`src/hw/rtl/deq_pkg.sv`:
```
// Shared constants, codes and ring index helper for the double-ended queue.
// No dependencies.
`default_nettype none

package deq_pkg;

    localparam int DEPTH      = 16;
    localparam int ITEM_WIDTH = 32;
    localparam int ADDR_W     = $clog2(DEPTH);
    localparam int COUNT_W    = $clog2(DEPTH + 1);
    localparam int FUNC_W     = 3;
    localparam int STATUS_W   = 2;

    localparam int S_BITS     = FUNC_W + ITEM_WIDTH;
    localparam int S_TDATA_W  = ((S_BITS + 7) / 8) * 8;

    localparam int VALUE_LSB  = 0;
    localparam int STATUS_LSB = VALUE_LSB + ITEM_WIDTH;
    localparam int COUNT_LSB  = STATUS_LSB + STATUS_W;
    localparam int EMPTY_LSB  = COUNT_LSB + COUNT_W;
    localparam int M_BITS     = EMPTY_LSB + 1;
    localparam int M_TDATA_W  = ((M_BITS + 7) / 8) * 8;

    typedef enum logic [FUNC_W-1:0] {
        OP_PUSH_R = 3'd0,
        OP_POP_L  = 3'd1,
        OP_POP_R  = 3'd2,
        OP_PEEK_L = 3'd3,
        OP_PEEK_R = 3'd4
    } op_t;

    typedef enum logic [STATUS_W-1:0] {
        ST_OK    = 2'd0,
        ST_UNDER = 2'd1,
        ST_FULL  = 2'd2
    } status_t;

    // base + offset modulo DEPTH, offset below DEPTH
    function automatic logic [ADDR_W-1:0] ring_add(input logic [ADDR_W-1:0] base,
                                                   input logic [COUNT_W-1:0] offset);
        logic [COUNT_W:0] sum;
        sum = (COUNT_W + 1)'(base) + (COUNT_W + 1)'(offset);
        if (sum >= (COUNT_W + 1)'(DEPTH)) begin
            sum = sum - (COUNT_W + 1)'(DEPTH);
        end
        return sum[ADDR_W-1:0];
    endfunction

endpackage

`default_nettype wire

```
`src/hw/rtl/deq_ram.sv`:
```
// Generic simple dual-port RAM, one write and one registered read port.
// No dependencies.
`default_nettype none

module deq_ram #(
    parameter int WIDTH = 32,
    parameter int DEPTH = 16
) (
    input  wire logic                     clk,
    input  wire logic                     wr_en,
    input  wire logic [$clog2(DEPTH)-1:0] wr_addr,
    input  wire logic [WIDTH-1:0]         wr_data,
    input  wire logic                     rd_en,
    input  wire logic [$clog2(DEPTH)-1:0] rd_addr,
    output logic      [WIDTH-1:0]         rd_data
);

    logic [WIDTH-1:0] mem_reg [DEPTH];
    logic [WIDTH-1:0] rd_data_reg;

    always_ff @(posedge clk) begin
        if (wr_en) begin
            mem_reg[wr_addr] <= wr_data;
        end
        if (rd_en) begin
            rd_data_reg <= mem_reg[rd_addr];
        end
    end

    assign rd_data = rd_data_reg;

endmodule

`default_nettype wire

```
`src/hw/rtl/double_ended_queue.sv`:
```
// Double-ended queue over a ring store in one RAM, with a registered result word.
// Depends on deq_pkg and deq_ram.
//
//  channel  | dir | tdata fields (lsb first)                          | tuser | tlast
//  s_axis   | in  | func[2:0], push_value[31:0], pad                  | -     | -
//  m_axis   | out | item_value[31:0], status[1:0], entry_count[4:0], empty_flag | - | -
//
// Push, underflow and unknown ops: result word valid in the cycle after accept.
// Pop and peek: the item passes through the registered RAM read, then the result register.
// One word in flight; a new word is taken once the result register is free or draining.
// Reset clears state, pointer, count and valid; RAM contents need no clearing.
// A stalled result word holds and blocks new input words.
`default_nettype none

module double_ended_queue (
    input  wire logic                           aclk,
    input  wire logic                           aresetn,
    input  wire logic                           s_tvalid,
    output logic                                s_tready,
    // func, push_value, zero pad
    input  wire logic [deq_pkg::S_TDATA_W-1:0]  s_tdata,
    output logic                                m_tvalid,
    input  wire logic                           m_tready,
    // item_value, status, entry_count, empty_flag
    output logic      [deq_pkg::M_TDATA_W-1:0]  m_tdata
);

    import deq_pkg::*;

    typedef enum logic {
        S_IDLE,
        S_READ
    } state_t;

    state_t                state_reg, state_next;
    logic [ADDR_W-1:0]     left_reg, left_next;
    logic [COUNT_W-1:0]    count_reg, count_next;
    logic                  out_valid_reg, out_valid_next;
    logic [ITEM_WIDTH-1:0] out_value_reg, out_value_next;
    status_t               out_status_reg, out_status_next;
    logic [COUNT_W-1:0]    out_count_reg, out_count_next;
    logic                  out_empty_reg, out_empty_next;

    logic                  accept;
    logic                  out_free;
    logic [FUNC_W-1:0]     func;
    logic [ITEM_WIDTH-1:0] push_value;
    logic                  wr_en;
    logic                  rd_en;
    logic [ADDR_W-1:0]     wr_addr;
    logic [ADDR_W-1:0]     rd_addr;
    logic [ITEM_WIDTH-1:0] rd_data;

    assign func       = s_tdata[FUNC_W-1:0];
    assign push_value = s_tdata[FUNC_W +: ITEM_WIDTH];
    assign out_free   = !out_valid_reg || m_tready;
    assign s_tready   = (state_reg == S_IDLE) && out_free;
    assign accept     = s_tvalid && s_tready;
    assign wr_addr    = ring_add(left_reg, count_reg);

    deq_ram #(
        .WIDTH (ITEM_WIDTH),
        .DEPTH (DEPTH)
    ) u_ram (
        .clk     (aclk),
        .wr_en   (wr_en),
        .wr_addr (wr_addr),
        .wr_data (push_value),
        .rd_en   (rd_en),
        .rd_addr (rd_addr),
        .rd_data (rd_data)
    );

    always_comb begin
        state_next      = state_reg;
        left_next       = left_reg;
        count_next      = count_reg;
        out_valid_next  = out_valid_reg && !m_tready;
        out_value_next  = out_value_reg;
        out_status_next = out_status_reg;
        out_count_next  = out_count_reg;
        out_empty_next  = out_empty_reg;
        wr_en           = 1'b0;
        rd_en           = 1'b0;
        rd_addr         = left_reg;

        case (state_reg)
            S_IDLE: begin
                if (accept) begin
                    out_value_next  = '0;
                    out_status_next = ST_OK;
                    out_count_next  = count_reg;
                    out_empty_next  = (count_reg == '0);
                    out_valid_next  = 1'b1;
                    case (func)
                        OP_PUSH_R: begin
                            if (count_reg == COUNT_W'(DEPTH)) begin
                                out_status_next = ST_FULL;
                            end else begin
                                wr_en          = 1'b1;
                                count_next     = count_reg + 1'b1;
                                out_count_next = count_reg + 1'b1;
                                out_empty_next = 1'b0;
                            end
                        end
                        OP_POP_L, OP_POP_R, OP_PEEK_L, OP_PEEK_R: begin
                            if (count_reg == '0) begin
                                out_status_next = ST_UNDER;
                            end else begin
                                rd_en          = 1'b1;
                                out_valid_next = 1'b0;
                                state_next     = S_READ;
                                if (func == OP_POP_R || func == OP_PEEK_R) begin
                                    rd_addr = ring_add(left_reg, count_reg - 1'b1);
                                end
                                if (func == OP_POP_L) begin
                                    left_next  = ring_add(left_reg, COUNT_W'(1));
                                    count_next = count_reg - 1'b1;
                                end
                                if (func == OP_POP_R) begin
                                    count_next = count_reg - 1'b1;
                                end
                            end
                        end
                        default: begin
                        end
                    endcase
                end
            end
            S_READ: begin
                if (out_free) begin
                    out_valid_next  = 1'b1;
                    out_value_next  = rd_data;
                    out_status_next = ST_OK;
                    out_count_next  = count_reg;
                    out_empty_next  = (count_reg == '0);
                    state_next      = S_IDLE;
                end
            end
            default: begin
                state_next = S_IDLE;
            end
        endcase
    end

    always_ff @(posedge aclk) begin
        if (!aresetn) begin
            state_reg     <= S_IDLE;
            left_reg      <= '0;
            count_reg     <= '0;
            out_valid_reg <= 1'b0;
        end else begin
            state_reg     <= state_next;
            left_reg      <= left_next;
            count_reg     <= count_next;
            out_valid_reg <= out_valid_next;
        end
        out_value_reg  <= out_value_next;
        out_status_reg <= out_status_next;
        out_count_reg  <= out_count_next;
        out_empty_reg  <= out_empty_next;
    end

    assign m_tvalid = out_valid_reg;
    assign m_tdata  = M_TDATA_W'({out_empty_reg, out_count_reg, out_status_reg, out_value_reg});

endmodule

`default_nettype wire

```
`config.mk`:
```
export PLATFORM = sky130hd
export DESIGN_NAME = double_ended_queue
export DESIGN_NICKNAME = d
export VERILOG_FILES = /design/src/hw/rtl/deq_pkg.sv /design/src/hw/rtl/deq_ram.sv /design/src/hw/rtl/double_ended_queue.sv
export SDC_FILE = /design/constraint.sdc
export NUM_CORES = 1
export LEC_CHECK = 0
export ABC_AREA = 1
export BUFFER_PORTS_ARGS = -buffer_cell sky130_fd_sc_hd__buf_2
export CORE_MARGIN = 2
export CORE_UTILIZATION = 45
export CTS_CLUSTER_SIZE = 14
export DETAILED_ROUTE_END_ITERATION = 10
export GPL_TIMING_DRIVEN = 0
export MAX_ROUTING_LAYER = met4
export PLACE_DENSITY_LB_ADDON = 0.25
export SYNTH_ARGS = -nofsm -noshare
export SYNTH_HDL_FRONTEND = slang
export SYNTH_SLANG_ARGS = --single-unit
```
`constraint.sdc`:
```
create_clock -name aclk -period 3.9 [get_ports aclk]
set_clock_uncertainty 0.05 [all_clocks]
set_input_delay 0.585 -clock aclk [delete_from_list [all_inputs] [get_ports aclk]]
set_output_delay 0.585 -clock aclk [all_outputs]
set_load 0.02 [all_outputs]
```
# Yosys cells after proc, flatten, opt, wreduce, memory -nomap -nowiden
# Memory sizes are Yosys's and may differ from the RTL's. A register that Yosys moved wholly into a read port is not among the register bits.
# Cells that the tools add are included.
# word_totals
reg_bits	51
mem_bits_rw	512
inputBits	44
out_inout_bits	42
memories	1
# op_classes
addsub	8
order_cmp	3
eq_ne	9
mux	48
n_bitwise	2
n_reduce_logical	14
# mem_list
memory	depth	word_bits	read_ports	rd_clocked_by_memory_dff	wr	line	text
u_ram.mem_reg	16	32	1	1	1	deq_ram.sv:18	logic [WIDTH-1:0] mem_reg [DEPTH];
# ops
op	n
2-to-1 mux 32 bit	2
one-hot mux 32 bit (2 select lines)	1
2-to-1 mux 5 bit	7
2-to-1 mux 4 bit	8
2-to-1 mux 1 bit	20
one-hot mux 5 bit (2 select lines)	2
adder 4 x 5 -> 6 bit	2
>= comparator 6 x 5 -> 1 bit, second input constant	2
subtractor 4 x 1 -> 4 bit, second input constant	3
AND reduction 5 bit	2
one-hot mux 2 bit (2 select lines)	2
== test 3 x 2 -> 1 bit, second input constant	2
2-to-1 mux 2 bit	3
one-hot mux 1 bit (2 select lines)	3
adder 4 x 1 -> 5 bit, second input constant	1
adder 5 x 1 -> 5 bit, second input constant	1
== test 5 bit, second input constant	1
>= comparator 5 bit, second input constant	1
logical NOT 5 bit	1
subtractor 5 x 1 -> 5 bit, second input constant	1
!= test 2 bit, second input constant	2
OR reduction 4 bit	1
== test 3 x 1 -> 1 bit, second input constant	1
== test 3 bit, second input constant	1
9 further kinds	14

# Logic depth before layout (Yosys ltp)
# depth
depth_word	9
mapped_depth	15
mapped_depth_nobuf	14

# Modules after synthesis
# A second synthesis with hierarchy kept.
# unflattened
hier_cells	2414
area_unflattened_um2	25728.4
# modules_own_cells
mod	n_inst	cells_each	area_per_inst_um2	seq_area_each_um2
deq_ram	1	2120	23050.9	16335.7
double_ended_queue	1	294	2677.6	1421.4

# Worst setup path before layout
# Ideal clock, no wire load.
# synth_path
path_type	input port to flip-flop
start	input m_tready
end	register out_count_reg[0] (enable)
setup_time_ns	0.493
arrival_ns	3.634
required_ns	3.357
setup_slack_ns	-0.277
cell_stages	4
cell_sequence	inv_1 nand2_1 inv_1 o21ai_0
# synth_between
elab_chain_cells	5
elab_cells_between_ends	6
# synth_rtl
item	line	text
from (decl)	double_ended_queue.sv:23	input wire logic m_tready,
logical OR 1 bit (*)	double_ended_queue.sv:56	assign out_free = !out_valid_reg || m_tready;
logical AND 1 bit	double_ended_queue.sv:57	assign s_tready = (state_reg == S_IDLE) && out_free;
logical AND 1 bit	double_ended_queue.sv:58	assign accept = s_tvalid && s_tready;
!= test 2 bit (no line)	n/a	
AND reduction 2 bit (no line) (*)	n/a	
to (signal assigned)	double_ended_queue.sv:160	out_count_reg <= out_count_next;
to (decl)	double_ended_queue.sv:41	logic [COUNT_W-1:0] out_count_reg, out_count_next;
# Every way passes the cells marked *; elsewhere a longest branch is shown, timed or not.
# A chain may end at the register's enable or synchronous reset.

# Worst setup path in the final report
# layout_path
start	register count_reg[1]
end	register u_ram.rd_data_reg[29], in the netlist u_ram.rd_data[29] (read register of u_ram.mem_reg), data pin
# layout_between
elab_chain_cells	9
elab_cells_between_ends	15
# layout_rtl
item	line	text
from (decl)	double_ended_queue.sv:37	logic [COUNT_W-1:0] count_reg, count_next;
from (signal assigned)	double_ended_queue.sv:155	count_reg <= count_next;
subtractor 5 x 1 -> 5 bit	double_ended_queue.sv:114	rd_addr = ring_add(left_reg, count_reg - 1'b1);
adder 4 x 5 -> 6 bit	deq_pkg.sv:42	sum = (COUNT_W + 1)'(base) + (COUNT_W + 1)'(offset);
>= comparator 6 x 5 -> 1 bit or subtractor 4 x 1 -> 4 bit (tied branches)	deq_pkg.sv:43, deq_pkg.sv:44	
2-to-1 mux 4 bit	deq_pkg.sv:43	if (sum >= (COUNT_W + 1)'(DEPTH)) begin
2-to-1 mux 4 bit	double_ended_queue.sv:113	if (func == OP_POP_R || func == OP_PEEK_R) begin
2-to-1 mux 4 bit	double_ended_queue.sv:107	if (count_reg == '0) begin
2-to-1 mux 4 bit	double_ended_queue.sv:95	case (func)
2-to-1 mux 4 bit	double_ended_queue.sv:89	if (accept) begin
2-to-1 mux 4 bit	double_ended_queue.sv:87	case (state_reg)
to (decl)	deq_ram.sv:19	logic [WIDTH-1:0] rd_data_reg;
# Several ways; a longest one is shown, not always the timed one.

==> flow_summary.ini <==
[outcome]
status = finished, final reports clean

[global_route]
grt_antenna_before_repair = 0
grt_max_degree = 24
grt_use_total_pct = 26.18
grt_first_pass_wirelength_um = 111100
first_global_vias = 17652
grt-ovfl-total = 0

[logic_synthesis]
ys_top_cells_by_count = 618 x nand3_1, 584 x edfxtp_1, 570 x inv_1, 451 x nand2_1, 67 x buf_2
synth-simple-area-share_pct = 19.46
synthAdderAreaFrac_pct = 0.6325
synth_area_leaders = edfxtp_1 67%, nand3_1 12%, inv_1 8.2%
yosysTopAreaCell = edfxtp_1
seq_area_frac_synth_pct = 68.01
synth_top_area_share_pct = 67.16
synth_xor_area_share_pct = 0.4983
synth.avg_cell_area_um2 = 10.58
yosysMostFrequentCell = nand3_1
synth-compound-area-share_pct = 0.6373
synthMuxAreaShare_pct = 0
syn_nets = 2525
synth_cells = 2469
synth-main-ff-cell = edfxtp_1
ys_ff_latch = 595
synth_area_um2 = 26110
synth_edf_count = 584
postSynth.asyncResetShare_pct = 0
synth_top_family_by_area = simple AND/OR/NAND/NOR gates
yosys_warnings = 0
synth.distinct_cells = 33

[detailed_routing]
met1Wirelength_um = 30400
wl_met2_um = 33700
dr.pass1.iters = 5
drt_wl_total_um = 75630
wl_per_cell_um = 21.95
top_layer = met4
drc = 0
vias = 18320
viasPerCell = 5.316
drtIter0Drc = 2394
wl_met3_um = 7539
detail-route-antenna-nets = 0

[power]
p_total_w = 0.01401
comb_power_share_pct = 8.5
power.leakage_nw = 13.00
p_clk_share_pct = 40.5
ir_worst_vdd_v = 0.0003148
seq_power_share_pct = 51.0
p_sw_share_pct = 23.78
p_int_w = 0.01068
p_sw_w = 0.003332
powerDensity_nw_per_um2 = 466.7

[placed_design]
port-buffer-count = 80
place_congestion = 0.8729
placed_cells = 3333
dp_hpwl_um = 50010

[clock_tree]
h-tree-depth = 2
cts.sinks = 595
cts_root_buf = clkbuf_16
clk_path_buf_depth = 3
clk_latency_ns = 0.64
cts_made_buffers = 61
ctsHoldBuffers = 0
cts.reportedPaths.clkPinSlew_ns = 0.06
cts_tree = built

[sta]
min_period_ns = 3.651
fmax_mhz = 273.9
hold-worst-slack_ns = 0.1549
slew_viol_final = 0
final-hold-violation-count = 0
rsz0062_at_grt = false
max_slew_margin_pct = 25.69
tightest_slew_ns = 1.115
finalSetupViolCount = 0
finalCritPeriodShare_pct = 93.61

[die]
die_h_um = 244.9
die-area_um2 = 59970
die_w_um = 244.9
core_area_um2 = 57590
start_util_pct = 45.34
num_rows = 88
pin_count = 86

[critical_path]
arrival_ns = 3.96
cp.required_ns = 4.21
worstSetupPathType = flip-flop to flip-flop
cp-endpoint = u_ram.rd_data[29]$_DFFE_PP_
startpoint_type = flip-flop
reg2reg_slack_ns = 0.25
startpoint = count_reg[1]$_SDFFE_PN0P_
crit_chain = inv_1 -> ha_1 -> fa_1 -> xnor2_1 -> inv_1 -> o21ai_1 -> inv_2 -> clkdlybuf4s15_1 -> nand3_1 -> nand3_1 -> nand2_1
reg2reg_to = u_ram.rd_data[29]$_DFFE_PP_
reg2reg_depth = 11
critPathSlowestCell = clkdlybuf4s15_1
cp_max_fo = 10
end_kind = flip-flop
reg2reg_from = count_reg[1]$_SDFFE_PN0P_
cpPeakStageDelay_ns = 0.78

[cells_and_area]
diodes = 0
largest_register_ffs = 512
final_cells = 3446
area_delta_synth_final_pct = 14.99
postLayoutCoreUtil_pct = 52.14
drive_above_1_share_pct = 11.82
final_nets = 2691

[flow_run]
maxCapViolCount = 0

[min_path]
hold_class = input pin to flip-flop
==> layout make-up <==
type                       count  area (um2)
multi-input combinational   1175        5680
sequential                   595       17760
inverter                     573        2152
clock inverter                31       301.5
tap                          765       957.2
timing repair buffer         103       900.9
clock buffer                  78        1612
buffer                       126       664.4
fill                        5005       27560
==> metrics by stage <==
step	cell area, um2	setup WS [ns]	setup TNS [ns]
detailed placement	28040	0.2494	0
global route	30030	0.01599	0
floorplan	26110	0.5617	0
global placement	27470	-1.634	-783.53
finish	30030	0.2491	0
CTS	29950	0.2389	0
==> critical path: cells and delay by family (launching register included) <==
kind / cells / cell delay [ns]
AOI/OAI and AO/OA: 1 / 0.10
DFF: 1 / 0.52
xor gates and xnor gates: 1 / 0.14
adders and majority gates: 2 / 0.72
buffers and inverters: 4 / 1.25
and+or+nand+nor: 3 / 0.57
==> cell usage in the layout (no fill, tap or decap), drive strengths merged, types with 2 or more instances in the layout <==
master,n
a21oi,10
nand4,2
o21ai,19
fa,2
nand3,622
nand2,457
inv,572
clkbuf,104
xor2,11
dfxtp,11
xnor2,3
nor2,34
buf,202
clkinv,26
bufinv,5
ha,10
edfxtp,584
==> logic make-up (layout without fill, tap and decap cells) <==
kind of cell / after synthesis / after routing
AND/OR/NAND/NOR: 1117 / 1117
buffers and inverters: 699 / 911
flip-flops: 595 / 595
AO/OA/AOI/OAI: 32 / 32
XOR/XNOR: 14 / 14
adder cells (fa/ha/maj): 12 / 12
==> worst min path at each step <==
stage / startpoint / end / cells after the start
after global placement: u_ram.rd_data[25]$_DFFE_PP_ / out_value_reg[25]$_SDFFCE_PN0P_ / 2
after CTS: aresetn / m_tvalid$_SDFF_PN0_ / 2
after global routing: aresetn / m_tvalid$_SDFF_PN0_ / 2
after detailed placement: u_ram.rd_data[28]$_DFFE_PP_ / out_value_reg[28]$_SDFFCE_PN0P_ / 2
after floorplan: u_ram.rd_data[0]$_DFFE_PP_ / out_value_reg[0]$_SDFFCE_PN0P_ / 2
final: aresetn / m_tvalid$_SDFF_PN0_ / 2
==> power groups by stage <==
stage	registers, W	clock network (W)	logic (W)
after floorplan	0.00734	0	0.000594
after global placement	0.00730	0	0.00111
after detailed placement	0.00729	0	0.00117
after CTS	0.00715	0.00573	0.00118
after global routing	0.00716	0.00599	0.00128
final	0.00715	0.00568	0.00118
==> timing repair <==
item                       CTS  global route
setup endpoints to repair    0            17
buffers inserted             0             4
gates resized for setup      0             1
==> layer usage <==
layer | up-vias | GRT usage, %
met4 | 0 | 12.80
met3 | 212 | 4.516
met5 | - | -
met2 | 948 | 39.58
met1 | 8766 | 34.40
li1 | 8394 | -
(Power assumes the default switching activity.)
